===== src/tlb_pkg.sv =====
// ----------------------------------------------------------------------------
// tlb_pkg
// Shared types, opcodes and helpers for the fully associative TLB.
// ----------------------------------------------------------------------------
package tlb_pkg;

  // default number of entries
  localparam int TLB_DEPTH_DEFAULT = 16;

  // opcodes
  localparam logic [1:0] OP_LOOKUP = 2'd0;
  localparam logic [1:0] OP_INSERT = 2'd1;
  localparam logic [1:0] OP_INVAL  = 2'd2;
  localparam logic [1:0] OP_FLUSH  = 2'd3;

  // access kinds and permissions
  localparam logic [1:0] KIND_READ  = 2'd1;
  localparam logic [1:0] KIND_WRITE = 2'd2;
  localparam logic [1:0] PERM_BOTH  = 2'd3;

  // input beat
  typedef struct packed {
    logic [1:0] opcode;
    logic [7:0] virtual_page;
    logic [1:0] access_kind;
    logic [7:0] entry_frame;
  } tlb_in_t;

  // result beat
  typedef struct packed {
    logic       hit;
    logic [7:0] frame_out;
    logic       insert_dropped;
  } tlb_out_t;

  // one stored entry (valid bit kept apart)
  typedef struct packed {
    logic [7:0] page;
    logic [7:0] frame;
    logic [1:0] perm;
  } tlb_entry_t;

  // controller states
  typedef enum logic [2:0] {
    ST_IDLE,
    ST_SCAN,
    ST_DRAIN,
    ST_COMMIT,
    ST_RESP
  } tlb_state_t;

  // controller to datapath
  typedef struct packed {
    logic load;
    logic issue;
    logic commit;
    logic respond;
  } tlb_cmd_t;

  // datapath to controller
  typedef struct packed {
    logic is_flush;
    logic last_addr;
    logic out_free;
  } tlb_sts_t;

  // does a stored permission allow the requested access
  function automatic logic permits(input logic [1:0] perm, input logic [1:0] kind);
    logic ok;
    ok = 1'b0;
    if (kind == KIND_READ) begin
      ok = (perm == KIND_READ) || (perm == PERM_BOTH);
    end else if (kind == KIND_WRITE) begin
      ok = (perm == PERM_BOTH);
    end
    return ok;
  endfunction

endpackage


===== src/tlb_ctrl.sv =====
// ----------------------------------------------------------------------------
// tlb_ctrl
// Sequencer: accepts an item, steps the entry scan, commits and responds.
// ----------------------------------------------------------------------------
module tlb_ctrl (
  input  logic              clk,
  input  logic              rst_n,
  input  logic              in_valid,
  output logic              in_ready,
  input  tlb_pkg::tlb_sts_t sts,
  output tlb_pkg::tlb_cmd_t cmd
);

  tlb_pkg::tlb_state_t state_r, state_nxt;

  // state register
  always_ff @(posedge clk) begin
    if (!rst_n) begin
      state_r <= tlb_pkg::ST_IDLE;
    end else begin
      state_r <= state_nxt;
    end
  end

  // next state
  always_comb begin
    state_nxt = state_r;
    unique case (state_r)
      tlb_pkg::ST_IDLE: begin
        if (in_valid) state_nxt = tlb_pkg::ST_SCAN;
      end
      tlb_pkg::ST_SCAN: begin
        if (sts.is_flush) state_nxt = tlb_pkg::ST_COMMIT;
        else if (sts.last_addr) state_nxt = tlb_pkg::ST_DRAIN;
      end
      tlb_pkg::ST_DRAIN:  state_nxt = tlb_pkg::ST_COMMIT;
      tlb_pkg::ST_COMMIT: state_nxt = tlb_pkg::ST_RESP;
      tlb_pkg::ST_RESP: begin
        if (sts.out_free) state_nxt = tlb_pkg::ST_IDLE;
      end
      default: state_nxt = tlb_pkg::ST_IDLE;
    endcase
  end

  // outputs
  always_comb begin
    cmd      = '0;
    in_ready = 1'b0;
    unique case (state_r)
      tlb_pkg::ST_IDLE: begin
        in_ready = 1'b1;
        cmd.load = in_valid;
      end
      tlb_pkg::ST_SCAN:   cmd.issue   = !sts.is_flush;
      tlb_pkg::ST_DRAIN:  cmd         = '0;
      tlb_pkg::ST_COMMIT: cmd.commit  = 1'b1;
      tlb_pkg::ST_RESP:   cmd.respond = sts.out_free;
      default:            cmd         = '0;
    endcase
  end

endmodule


===== src/tlb_dpath.sv =====
// ----------------------------------------------------------------------------
// tlb_dpath
// Entry store, valid bits, scan pointer, match tracking and result register.
// ----------------------------------------------------------------------------
module tlb_dpath #(
  parameter int TLB_DEPTH = tlb_pkg::TLB_DEPTH_DEFAULT
) (
  input  logic              clk,
  input  logic              rst_n,
  input  tlb_pkg::tlb_in_t  in_data,
  input  tlb_pkg::tlb_cmd_t cmd,
  output tlb_pkg::tlb_sts_t sts,
  output logic              out_valid,
  input  logic              out_ready,
  output tlb_pkg::tlb_out_t out_data
);

  localparam int IDXW = (TLB_DEPTH > 1) ? $clog2(TLB_DEPTH) : 1;

  // entry store and valid bits
  tlb_pkg::tlb_entry_t mem [TLB_DEPTH];
  tlb_pkg::tlb_entry_t rd_data_r;
  logic [TLB_DEPTH-1:0] valid_r;

  // item and scan state
  tlb_pkg::tlb_in_t item_r;
  logic [IDXW-1:0]  addr_r;
  logic [IDXW-1:0]  chk_idx_r;
  logic             chk_vld_r;
  logic             found_r;
  logic [IDXW-1:0]  slot_r;
  logic             free_r;
  logic [IDXW-1:0]  free_slot_r;
  logic [7:0]       frame_r;

  // result register
  logic             out_valid_r;
  tlb_pkg::tlb_out_t out_data_r;

  logic             ent_vld;
  logic             page_hit;
  logic             is_lookup, is_insert, is_inval, is_flush;
  logic             ins_ok;
  logic [IDXW-1:0]  wr_idx;
  tlb_pkg::tlb_entry_t wr_entry;

  // decode of the held item and the entry under check
  always_comb begin
    is_lookup = (item_r.opcode == tlb_pkg::OP_LOOKUP);
    is_insert = (item_r.opcode == tlb_pkg::OP_INSERT);
    is_inval  = (item_r.opcode == tlb_pkg::OP_INVAL);
    is_flush  = (item_r.opcode == tlb_pkg::OP_FLUSH);
    ent_vld   = valid_r[chk_idx_r];
    page_hit  = chk_vld_r && ent_vld && (rd_data_r.page == item_r.virtual_page);
    ins_ok    = found_r || free_r;
    wr_idx    = found_r ? slot_r : free_slot_r;
    wr_entry.page  = item_r.virtual_page;
    wr_entry.frame = item_r.entry_frame;
    wr_entry.perm  = item_r.access_kind;
  end

  // status to controller
  always_comb begin
    sts.is_flush  = is_flush;
    sts.last_addr = (addr_r == IDXW'(TLB_DEPTH - 1));
    sts.out_free  = !out_valid_r || out_ready;
  end

  // memory write on insert commit, registered read during scan
  always_ff @(posedge clk) begin
    if (cmd.commit && is_insert && ins_ok) begin
      mem[wr_idx] <= wr_entry;
    end
    if (cmd.issue) begin
      rd_data_r <= mem[addr_r];
    end
  end

  // scan pointer and check stage
  always_ff @(posedge clk) begin
    if (!rst_n) begin
      chk_vld_r <= 1'b0;
      addr_r    <= '0;
    end else begin
      chk_vld_r <= cmd.issue;
      if (cmd.load) begin
        addr_r <= '0;
      end else if (cmd.issue) begin
        addr_r <= addr_r + 1'b1;
      end
    end
    chk_idx_r <= addr_r;
  end

  // item capture and match tracking
  always_ff @(posedge clk) begin
    if (!rst_n) begin
      found_r <= 1'b0;
      free_r  <= 1'b0;
    end else if (cmd.load) begin
      found_r <= 1'b0;
      free_r  <= 1'b0;
    end else if (chk_vld_r) begin
      if (is_lookup && page_hit && !found_r &&
          tlb_pkg::permits(rd_data_r.perm, item_r.access_kind)) begin
        found_r <= 1'b1;
      end
      if (is_insert && page_hit && !found_r) begin
        found_r <= 1'b1;
      end
      if (is_insert && !ent_vld && !free_r) begin
        free_r <= 1'b1;
      end
    end
  end

  // payload side of the tracking
  always_ff @(posedge clk) begin
    if (cmd.load) begin
      item_r  <= in_data;
      frame_r <= '0;
    end else if (chk_vld_r && !found_r) begin
      if (is_lookup && page_hit &&
          tlb_pkg::permits(rd_data_r.perm, item_r.access_kind)) begin
        frame_r <= rd_data_r.frame;
      end
      if (is_insert && page_hit) begin
        slot_r <= chk_idx_r;
      end
    end
    if (chk_vld_r && is_insert && !ent_vld && !free_r) begin
      free_slot_r <= chk_idx_r;
    end
  end

  // valid bits
  always_ff @(posedge clk) begin
    if (!rst_n) begin
      valid_r <= '0;
    end else if (cmd.commit && is_flush) begin
      valid_r <= '0;
    end else if (cmd.commit && is_insert && ins_ok) begin
      valid_r[wr_idx] <= 1'b1;
    end else if (is_inval && page_hit) begin
      valid_r[chk_idx_r] <= 1'b0;
    end
  end

  // result register
  always_ff @(posedge clk) begin
    if (!rst_n) begin
      out_valid_r <= 1'b0;
    end else if (cmd.respond) begin
      out_valid_r <= 1'b1;
    end else if (out_ready) begin
      out_valid_r <= 1'b0;
    end
    if (cmd.respond) begin
      out_data_r.hit            <= is_lookup && found_r;
      out_data_r.frame_out      <= (is_lookup && found_r) ? frame_r : 8'd0;
      out_data_r.insert_dropped <= is_insert && !ins_ok;
    end
  end

  assign out_valid = out_valid_r;
  assign out_data  = out_data_r;

endmodule


===== src/tlb_lookup_insert_invalidate.sv =====
// ----------------------------------------------------------------------------
// tlb_lookup_insert_invalidate
// Fully associative TLB with lookup, insert/update, invalidate and flush.
// ----------------------------------------------------------------------------
// Usage:
//   in_valid/in_ready/in_data carries one request beat (opcode, page, kind,
//   frame); out_valid/out_ready/out_data returns exactly one result beat per
//   request (hit, frame_out, insert_dropped).
//   Lookup, insert and invalidate walk the entry store one entry per cycle
//   through its single registered read port, and a new request is taken
//   only once the result of the last one is registered. Flush skips the walk.
//   The result sits in an output register; when the receiver stalls the
//   block holds the next finished result until that register frees up and
//   takes no new request meanwhile.
//   Reset (rst_n low, synchronous) clears all valid bits and the control
//   state; the block is ready for a request on the first cycle after reset.
// ----------------------------------------------------------------------------
module tlb_lookup_insert_invalidate #(
  parameter int TLB_DEPTH = tlb_pkg::TLB_DEPTH_DEFAULT
) (
  input  logic              clk,
  input  logic              rst_n,
  input  logic              in_valid,
  output logic              in_ready,
  input  tlb_pkg::tlb_in_t  in_data,
  output logic              out_valid,
  input  logic              out_ready,
  output tlb_pkg::tlb_out_t out_data
);

  tlb_pkg::tlb_cmd_t cmd;
  tlb_pkg::tlb_sts_t sts;

  // sequencer
  tlb_ctrl u_ctrl (
    .clk      (clk),
    .rst_n    (rst_n),
    .in_valid (in_valid),
    .in_ready (in_ready),
    .sts      (sts),
    .cmd      (cmd)
  );

  // entry store and scan datapath
  tlb_dpath #(
    .TLB_DEPTH (TLB_DEPTH)
  ) u_dpath (
    .clk       (clk),
    .rst_n     (rst_n),
    .in_data   (in_data),
    .cmd       (cmd),
    .sts       (sts),
    .out_valid (out_valid),
    .out_ready (out_ready),
    .out_data  (out_data)
  );

  // in_ready drops after a request beat is taken
  assert property (@(posedge clk) disable iff (!rst_n)
    (in_valid && in_ready) |=> !in_ready)
    else $error("tlb: ready right after request beat");

  // only one command at a time
  assert property (@(posedge clk) disable iff (!rst_n)
    $onehot0({cmd.load, cmd.issue, cmd.commit, cmd.respond}))
    else $error("tlb: overlapping commands");

  // a result is only loaded into a free output register
  assert property (@(posedge clk) disable iff (!rst_n)
    cmd.respond |-> sts.out_free)
    else $error("tlb: result overwrites pending beat");

  // a loaded result shows up as a valid beat
  assert property (@(posedge clk) disable iff (!rst_n)
    cmd.respond |=> out_valid)
    else $error("tlb: result not presented");

endmodule

===== config.mk =====
export PLATFORM = sky130hd
export DESIGN_NAME = tlb_lookup_insert_invalidate
export DESIGN_NICKNAME = d
export VERILOG_FILES = /design/src/tlb_pkg.sv /design/src/tlb_ctrl.sv /design/src/tlb_dpath.sv /design/src/tlb_lookup_insert_invalidate.sv
export SDC_FILE = /design/constraint.sdc
export NUM_CORES = 1
export LEC_CHECK = 0
export ABC_CLOCK_PERIOD_IN_PS = 3700
export BUFFER_PORTS_ARGS = -buffer_cell sky130_fd_sc_hd__buf_2
export CAP_MARGIN = 20
export CORE_ASPECT_RATIO = 1.5
export CORE_MARGIN = 2
export CORE_UTILIZATION = 62
export DETAILED_ROUTE_END_ITERATION = 10
export PLACE_DENSITY = 0.91
export SYNTH_ARGS = -nofsm -noshare
export SYNTH_HDL_FRONTEND = slang
export SYNTH_SLANG_ARGS = --single-unit

===== constraint.sdc =====
create_clock -name clk -period 3.7 [get_ports clk]
set_clock_uncertainty 0.2 [all_clocks]
set_input_delay 0.555 -clock clk [delete_from_list [all_inputs] [get_ports clk]]
set_output_delay 0.555 -clock clk [all_outputs]
set_load 0.02 [all_outputs]

==> out/qor.yml, run 1 <==
cts:
  cts.sinks: 383
  clockRootBuffer: "clkbuf_16"
  clk_pin_slew_ps: 70
  cts_tree: "built"
  clock_latency_ps: 570
  cts_resized: 0
  clockBufferDepth: 3
  htreeDepth: 1
  numCtsBuffers: 31
timing:
  post-route-period-util_pct: 88.1
  hold_ws_ps: 76.9
  rsz0062_at_grt: "no"
  final.setup.tns_ps: 0
  finalMaxSlewViolations: 0
  relSlewSlack_pct: 31.4
  hold_violations: 0
  fmax_mhz: 307
  setup_viol: 0
  tightest_slew_ps: 1030
  fin_ws_ps: 439
  period_minus_slack_ps: 3260
placed_design:
  io_buffers: 35
  place_congestion: 0.871
  pre_cts_slack_ps: 458
  placed_cells: 1053
  hpwlAfterDp_um: 18100
routing:
  firstDrtPassIters: 7
  drtAntennaViolNets: 0
  wl_per_cell_um: 29.0
  via_count: 7415
  drt_wl_total_um: 32700
  via_per_inst: 6.57
  dr.first_iter.drc_count: 1058
  drcViolationCount: 0
final_layout:
  antenna_cells: 0
  drive_gt1_share_pct: 28.6
  finish.utilization_pct: 71.4
  syn_to_final_growth_pct: 12.6
  fin_cells: 1129
  nets: 816
worst_hold_path:
  holdCritStartpoint: "rst_n"
  hold-path-endpoint: "u_dpath.chk_vld_r"
  min-delay-path-class: "input pin to flop"
  hold_depth: 2
global_route:
  grt_max_degree: 33
  overflow: 0
  antenna_found_initial: 0
  grt_usage_pct: 27.8
  grt_pass1_wl_um: 48500
  grt_pass1_vias: 7544
synthesis:
  async_flop_share_pct: 0
  synth_area_mm2: 0.0146
  ys_seq_area_share_pct: 76.0
  ys_warn_count: 0
  ys.flop_type: "edfxtp_1"
  ys_ff_latch: 383
  synthCells: 711
  yosysUniqueCellTypes: 47
  avgSynthCellArea_um2: 20.6
  synth_edf_count: 344
  synth_fp_nets: 736
power_and_ir_drop:
  vdd_ir_drop_max_v: 0.000362
  power.density_mw_per_mm2: 508
  p_leak_nw: 5.15
worst_setup_path:
  worstPathArrival_ps: 3250
  r2r-end: "u_dpath.slot_r[2]"
  reg2reg_slack_ps: 440
  reg2regPathDepth: 5
  crit_fanout: 17
  crit_required_ps: 3690
  timing.rr.start: "u_dpath.item_r[11]"
  worstSetupStartpointType: "flop"
  crit_type: "flop to flop"
  cp-end-kind: "flop"
run:
  drv_cap: 0
floorplan:
  start_util_pct: 63.4
  ios: 36
  core-area_mm2: 0.0231
  die_area_mm2: 0.0248
  die_y_um: 192
  fp-row-count: 68
  die_x_um: 129
run_status:
  status: "complete, no violations"
## how the worst max path moves through the flow
stage / from / to / cells after the start
2_1_floorplan: u_dpath.item_r[19] / u_ctrl.state_r[1] / 5
3_3_place_gp: u_dpath.item_r[13] / u_dpath.slot_r[2] / 5
3_5_place_dp: u_dpath.item_r[11] / u_dpath.slot_r[2] / 5
4_1_cts: u_dpath.item_r[11] / u_dpath.slot_r[2] / 5
5_1_grt: u_dpath.item_r[11] / u_dpath.slot_r[2] / 5
6_report: u_dpath.item_r[11] / u_dpath.slot_r[2] / 5
## layout make-up
class                      instances  area [um2]
fill                            1283        6590
tap                              315         394
timing repair buffer              81         596
multi-input combinational        289        3380
sequential                       383       11100
inverter                           5        18.8
clock inverter                    14         119
clock buffer                      42         847
## metal layers
metal	global-route usage (%)	up-vias	part of all wire, %
met5	0	-	0
met4	12.2	0	4.6
met3	3.73	83	7.8
met2	46.8	464	52
met1	36.5	3793	35
li1	-	3075	-
## flip-flops by register name, indices dropped and copies added, names as in the netlist
register             cells
u_dpath.mem            288
u_dpath.item_r          20
u_dpath.rd_data_r       18
u_dpath.valid_r         16
u_dpath.out_data        10
u_dpath.frame_r          8
u_dpath.addr_r           4
u_dpath.chk_idx_r        4
u_dpath.free_slot_r      4
u_dpath.slot_r           4
u_ctrl.state_r           3
u_dpath.chk_vld_r        1
u_dpath.found_r          1
u_dpath.free_r           1
u_dpath.out_valid        1
## layout by cell type (no fill, tap or decap), drive strengths merged, types with 2 or more instances in the layout
cell type      n
nand2b         5
inv            6
dfxtp         39
buf           61
nand3b         2
bufinv         2
nor4           2
nor2          34
o2111ai        4
nor4b          3
and2          10
nand4         11
a31oi          6
a21oi         23
a32oi          2
clkbuf        42
clkinv        11
edfxtp       344
xnor2          9
and3b          4
o21ai         27
nor3           8
mux4          94
nand3          5
xor2           2
nor3b          8
nor2b          7
dlygate4sd3   20
nand2         11
## cells in the mapped netlist, types with 2 or more instances
cell type	n	area, um2
nand2b_1	5	31.3
inv_1	4	15.0
nor3b_1	8	60.1
nand4_1	11	68.8
nor2b_1	7	43.8
nand2_1	11	41.3
nor3_1	8	40.0
clkbuf_1	21	78.8
nor2_1	34	128
and3b_1	4	35.0
o21ai_2	8	70.1
o21ai_1	2	10.0
xnor2_1	9	78.8
a31oi_1	6	37.5
buf_2	7	35.0
nor4b_2	2	30.0
a32oi_1	2	17.5
buf_4	3	22.5
edfxtp_1	344	10300
buf_6	2	22.5
xor2_1	2	17.5
a21oi_1	23	115
o21ai_0	17	85.1
mux4_2	94	2120
dfxtp_1	39	781
o2111ai_1	4	35.0
nand3_1	5	25.0
and2_1	10	62.6
## critical path, stage by stage (launching register included)
cell,delay [ps]
edfxtp_1,610
xnor2_1,310
nand4_1,230
or3_1,530
nor2_1,320
nor4b_1,690
## repair_timing
action                                 in CTS  in global routing
endpoints found under the hold margin      19                  1
buffers inserted                            0                  0
hold buffers                               19                  1
## metrics by stage
stage | power, W | cell area (um2)
3_5_place_dp | 0.00527 | 15300
2_1_floorplan | 0.00516 | 14600
5_1_grt | 0.00857 | 16500
3_3_place_gp | 0.00524 | 15300
6_report | 0.00836 | 16500
4_1_cts | 0.00840 | 16500
## cell families after synthesis
logic type,Yosys count,share of synthesized area [%]
DFF,383,76.0
and+or+nand+nor,115,4.50
muxes,95,14.5
AOI/OAI and AO/OA,67,2.96
buffers and inverters,39,1.24
xor gates and xnor gates,11,0.659
adders and majority gates,1,0.0856
## power by group
| part | internal [W] | switching (W) | total (W) |
|---|---|---|---|
| clock | 0.00174 | 0.00143 | 0.00317 |
| sequential | 0.00479 | 0.000112 | 0.00490 |
| combinational | 0.000154 | 0.000139 | 0.000293 |
Note: power is estimated with default switching activity, not from simulation.
==> inputs of run 2 (changes only) <==
- CORE_UTILIZATION: 62 -> 64
- CTS_BUF_LIST: unset -> sky130_fd_sc_hd__clkbuf_4
- PLACE_DENSITY: 0.91 -> 0.93
==> out/qor.yml, run 2 (synthesis gave the netlist of run 1 again) <==
run_status:
  status: "complete, no violations"  # unchanged
routing:
  firstDrtPassIters: 5  # was 7
  drt_wl_total_um: 33300  # was 32700 um
  via_per_inst: 6.55  # was 6.57
  wl_per_cell_um: 28.2  # was 29.0 um
  drcViolationCount: 0  # unchanged
  via_count: 7721  # was 7415
  dr.first_iter.drc_count: 879  # was 1058
  drtAntennaViolNets: 0  # unchanged
timing:
  post-route-period-util_pct: 88.7  # was 88.1%
  relSlewSlack_pct: 31.0  # was 31.4%
  tightest_slew_ps: 1030  # about the same
  period_minus_slack_ps: 3280  # was 3260 ps
  finalMaxSlewViolations: 0  # unchanged
  hold_violations: 0  # unchanged
  rsz0062_at_grt: "no"  # unchanged
  fmax_mhz: 305  # was 307 MHz
  final.setup.tns_ps: 0  # unchanged
  setup_viol: 0  # unchanged
  fin_ws_ps: 419  # was 439 ps
cts:
  clockBufferDepth: 3  # unchanged
  post_cts_buffers: 0  # unchanged
  cts_tree: "built"  # unchanged
  numCtsBuffers: 82  # was 31
  cts_hold_buf: 22  # was 19
  clock_latency_ps: 710  # was 570 ps
  htreeDepth: 3  # was 1
  cts.sinks: 383  # unchanged
  clk_pin_slew_ps: 90  # was 70 ps
  cts_resized: 0  # unchanged
  clockRootBuffer: "clkbuf_4"  # was clkbuf_16
worst_setup_path:
  cpLargestDelayFamily: "simple AND/OR/NAND/NOR gates"  # unchanged
  worst-path-buf-inv: 0  # unchanged
  worstPathArrival_ps: 3400  # was 3250 ps
  cp_cell_sequence: "xnor2_1 > nand4_1 > or3_1 > nor2_1 > nor4b_1"  # unchanged
  crit_fanout: 17  # unchanged
  worstSetupStartpointType: "flop"  # unchanged
  critPathMaxStageDelay_ps: 730  # was 690 ps
  crit_cells: 5  # unchanged
  crit_required_ps: 3820  # was 3690 ps
  crit_type: "flop to flop"  # unchanged
  reg2regPathDepth: 5  # unchanged
  slowest_stage: "nor4b_1"  # unchanged
  cp-end-kind: "flop"  # unchanged
  reg2reg_slack_ps: 420  # was 440 ps
run:
  drv_cap: 0  # unchanged
placed_design:
  pre_cts_slack_ps: 487  # was 458 ps
  io_buffers: 35  # unchanged
  hpwlAfterDp_um: 18000  # was 18100 um
  post_dp_cell_area_mm2: 0.0153  # about the same
  place_congestion: 0.842  # was 0.871
floorplan:
  fp-row-count: 67  # was 68
  core-area_mm2: 0.0224  # was 0.0231 mm2
  die_y_um: 189  # was 192 um
  die_x_um: 127  # was 129 um
  die_area_mm2: 0.0241  # was 0.0248 mm2
  ios: 36  # unchanged
  start_util_pct: 65.3  # was 63.4%
global_route:
  grt_max_degree: 33  # unchanged
  met3_usage_pct: 5.45  # was 3.73%
  grt_usage_pct: 27.9  # was 27.8%
  grtUsageMet2_pct: 47.3  # was 46.8%
  grt_pass1_wl_um: 48000  # was 48500 um
  antenna_found_initial: 1  # was 0
  gr-max-usage-layer: "met2"  # unchanged
  grt_pass1_vias: 8061  # was 7544
  overflow: 0  # unchanged
  use_met1_pct: 34.8  # was 36.5%
final_layout:
  top_regs: "u_dpath.mem (288), u_dpath.item_r (20), u_dpath.rd_data_r (18)"  # unchanged
  final_common_cell: "edfxtp_1"  # unchanged
  finish.utilization_pct: 73.8  # was 71.4%
  syn_to_final_growth_pct: 12.9  # was 12.6%
  top_register: "u_dpath.mem"  # unchanged
  nets: 867  # was 816
  drive_gt1_share_pct: 35.2  # was 28.6%
  layout_common_cells: "edfxtp_1 (344), clkbuf_4 (122), mux4_2 (94)"  # was edfxtp_1 (344), mux4_2 (94), dfxtp_1 (37)
  design_area_mm2: 0.0165  # about the same
  largest_reg_flops: 288  # unchanged
power_and_ir_drop:
  power.density_mw_per_mm2: 504  # was 508 mW/mm2
  vdd_ir_drop_max_v: 0.000281  # was 0.000362 V
  p_leak_nw: 5.30  # was 5.15 nW
worst_hold_path:
  hold_depth: 3  # was 2
  min-delay-path-class: "input pin to flop"  # unchanged
run 2: changes by cell type in the layout (fill, tap and decap cells not counted), sizes merged, moves of 2 or more:
cell,change
inv,+2
buf,-2
clkinv,+6
dlygate4sd3,+2
clkbuf,+80
run 2: layout make-up:
type	instances	area (um2)
antenna	1	2.50
clock buffer	122	916
timing repair buffer	81	626
tap	276	345
sequential	383	11100
fill	1253	5870
inverter	5	18.8
multi-input combinational	289	3380
clock inverter	21	110
run 2: worst paths after layout:
check                     start                 to
max          u_dpath.item_r[13]  u_dpath.slot_r[3]
min                    in_valid  u_ctrl.state_r[0]
max reg2reg  u_dpath.item_r[13]  u_dpath.slot_r[3]
min reg2reg      u_dpath.free_r     u_dpath.free_r
run 2: metal layers:
layer	wire length, um	vias up
li1	-	3242
met1	11700	3888
met2	17400	499
met3	2720	92
met4	1480	0
met5	0	-
run 2: worst reg2reg max path: stages (launching register included):
cell      delay, ps
edfxtp_1        630
xnor2_1         280
nand4_1         220
or3_1           530
nor2_1          310
nor4b_1         730
run 2: metrics by stage:
step                hold slack, ps  power, W  std cells
finish                        68.7   0.00832       1178
global route                  94.7   0.00859       1178
CTS                           37.7   0.00834       1176
detailed placement             257   0.00527       1011
global placement               247   0.00524       1011
floorplan                      147   0.00516        711
run 2: report_power, final:
part	internal [W]	switching (W)	total, W
registers	0.00479	0.000110	0.00490
logic	0.000157	0.000142	0.000299
clock network	0.00158	0.00154	0.00312
total	0.00653	0.00179	0.00832
==> inputs of run 3 (changes only) <==
- SYNTH_HIERARCHICAL: unset -> 1
==> out/qor.yml, run 3 <==
floorplan:
  die_y_um: 190  # was 189 um
  ios: 36  # unchanged
  start_util_pct: 64.6  # was 65.3%
  fp-row-count: 68  # was 67
  die_area_mm2: 0.0243  # was 0.0241 mm2
  core-area_mm2: 0.0228  # was 0.0224 mm2
  die_x_um: 128  # was 127 um
final_layout:
  fin_cells: 1226  # was 1178
  design_area_mm2: 0.0166  # was 0.0165 mm2
  final_common_cell: "edfxtp_1"  # unchanged
  drive_gt1_share_pct: 31.6  # was 35.2%
  top_register: "u_dpath/mem"  # was u_dpath.mem
  layout_common_cells: "edfxtp_1 (344), clkbuf_4 (120), mux4_2 (74)"  # was edfxtp_1 (344), clkbuf_4 (122), mux4_2 (94)
  largest_reg_flops: 288  # unchanged
  top_regs: "u_dpath/mem (288), u_dpath/item_r (20), u_dpath/rd_data_r (18)"  # was u_dpath.mem (288), u_dpath.item_r (20), u_dpath.rd_data_r (18)
  nets: 908  # was 867
  syn_to_final_growth_pct: 13.0  # was 12.9%
routing:
  wl_per_cell_um: 26.5  # was 28.2 um
  firstDrtPassIters: 5  # unchanged
  via_count: 8031  # was 7721
  drtAntennaViolNets: 0  # unchanged
  via_per_inst: 6.55  # about the same
  dr.first_iter.drc_count: 869  # was 879
  drcViolationCount: 0  # unchanged
  drt_wl_total_um: 32500  # was 33300 um
timing:
  period_minus_slack_ps: 3110  # was 3280 ps
  hold_violations: 0  # unchanged
  final.setup.tns_ps: 0  # unchanged
  hold_ws_ps: 70.0  # was 68.7 ps
  fmax_mhz: 321  # was 305 MHz
  finalMaxSlewViolations: 0  # unchanged
  tightest_slew_ps: 1080  # was 1030 ps
  relSlewSlack_pct: 27.8  # was 31.0%
  post-route-period-util_pct: 84.1  # was 88.7%
  setup_viol: 0  # unchanged
  rsz0062_at_grt: "no"  # unchanged
synthesis:
  async_flop_share_pct: 0  # unchanged
  synth_area_leaders: "edfxtp_1 (70%), mux4_2 (11%), dfxtp_1 (5.3%)"  # was edfxtp_1 (71%), mux4_2 (14%), dfxtp_1 (5.3%)
  ys_ff_latch: 383  # unchanged
  ys_seq_area_share_pct: 75.5  # was 76.0%
  yosysUniqueCellTypes: 51  # was 47
  synthTopCellsByCount: "edfxtp_1 (344), mux4_2 (74), dfxtp_1 (39)"  # was edfxtp_1 (344), mux4_2 (94), dfxtp_1 (39)
  ys.flop_type: "edfxtp_1"  # unchanged
  synth_area_leader_cell: "edfxtp_1"  # unchanged
  synth_fp_nets: 775  # was 736
  synth_area_mm2: 0.0147  # was 0.0146 mm2
  synth_edf_count: 344  # unchanged
  synth.most_common_cell: "edfxtp_1"  # unchanged
  avgSynthCellArea_um2: 19.6  # was 20.6 um2
  ys_warn_count: 6  # was 0
  synth_top_cell_area_share_pct: 70.2  # was 70.7%
  synthCells: 750  # was 711
global_route:
  grt_max_degree: 59  # was 33
  grt_pass1_wl_um: 48100  # was 48000 um
  grt_pass1_vias: 8272  # was 8061
  antenna_found_initial: 1  # unchanged
  grt_usage_pct: 27.3  # was 27.9%
  overflow: 0  # unchanged
power_and_ir_drop:
  power.density_mw_per_mm2: 495  # was 504 mW/mm2
  p_leak_nw: 5.31  # was 5.30 nW
  vdd_ir_drop_max_v: 0.000293  # was 0.000281 V
worst_setup_path:
  crit_type: "flop to flop"  # unchanged
  crit_required_ps: 3790  # was 3820 ps
  worstSetupStartpointType: "flop"  # unchanged
  worstPathArrival_ps: 3200  # was 3400 ps
  crit_fanout: 18  # was 17
  cp-end-kind: "flop"  # unchanged
cts:
  htreeDepth: 3  # unchanged
  numCtsBuffers: 83  # was 82
  post_cts_buffers: 0  # unchanged
  clock_latency_ps: 720  # was 710 ps
  clk_pin_slew_ps: 60  # was 90 ps
  clockBufferDepth: 3  # unchanged
  cts_hold_buf: 22  # unchanged
  cts_tree: "built"  # unchanged
  cts_resized: 0  # unchanged
  clockRootBuffer: "clkbuf_4"  # unchanged
  cts.sinks: 383  # unchanged
placed_design:
  place_congestion: 0.845  # was 0.842
  post_dp_cell_area_mm2: 0.0154  # was 0.0153 mm2
  placed_cells: 1056  # was 1011
  hpwlAfterDp_um: 17700  # was 18000 um
  io_buffers: 35  # unchanged
run_status:
  status: "complete, no violations"  # unchanged
worst_hold_path:
  min-delay-path-class: "input pin to flop"  # unchanged
run:
  drv_cap: 0  # unchanged
[run 3: cell count changes after synthesis, sizes merged, moves of 5 or more]
cell	change
a211oi	+18
a21oi	+14
buf	+6
mux2i	+20
mux4	-18
nand2	-5
nor2	-10
nor2b	+18
[run 3: path summary, 6_finish.rpt]
kind	from	to	slack (ps)	cells after the start
max	u_dpath/chk_idx_r[0]	u_dpath/slot_r[1]	590	5
min	in_valid	u_ctrl/state_r[0]	70	3
max reg2reg	u_dpath/chk_idx_r[0]	u_dpath/slot_r[1]	590	5
min reg2reg	u_dpath/frame_r[7]	u_dpath/frame_r[7]	280	2
[run 3: per-layer routing]
layer	vias up	routed length, um	global-route usage [%]
met4	0	1450	13.7
met5	-	0	0
li1	3379	-	-
met3	106	3150	5.31
met2	520	16600	44.6
met1	4026	11300	35.5
[run 3: cell type report]
class                      instances  area [um2]
sequential                       383       11100
multi-input combinational        325        3460
clock buffer                     120         901
inverter                           5        18.8
fill                            1283        6170
antenna                            1        2.50
clock inverter                    27         133
tap                              280         350
timing repair buffer              85         656
[run 3: per-stage QoR]
step / total power (W) / setup slack (ps) / util (%)
2_1_floorplan: 0.00510 / 759 / -
3_3_place_gp: 0.00518 / 756 / 67.4
3_5_place_dp: 0.00519 / 625 / 67.4
4_1_cts: 0.00828 / 606 / 72.9
5_1_grt: 0.00853 / 375 / 73.0
6_report: 0.00823 / 589 / 73.0
[run 3: cell families after synthesis]
| kind of cell | count (synthesis) | synth area share [%] |
|---|---|---|
| AO/OA/AOI/OAI | 101 | 4.24 |
| multiplexers | 98 | 13.2 |
| XOR/XNOR | 11 | 0.654 |
| adder cells (fa/ha/maj) | 1 | 0.0850 |
| buffers and inverters | 42 | 1.41 |
| AND/OR/NAND/NOR | 114 | 4.95 |
| flip-flops | 383 | 75.5 |
[run 3: report_power, final]
part	internal, W	leakage (nW)	total, W	switching (W)
sequential	0.00475	3.41	0.00484	0.0000883
combinational	0.000147	1.28	0.000277	0.000130
clock	0.00157	0.622	0.00312	0.00155
[run 3: worst max-delay path: stages, from the launching register on]
cell	delay [ps]
dfxtp_1	750
mux4_1	370
nor3b_2	370
or4_4	290
nand2_1	60
nor4_1	700
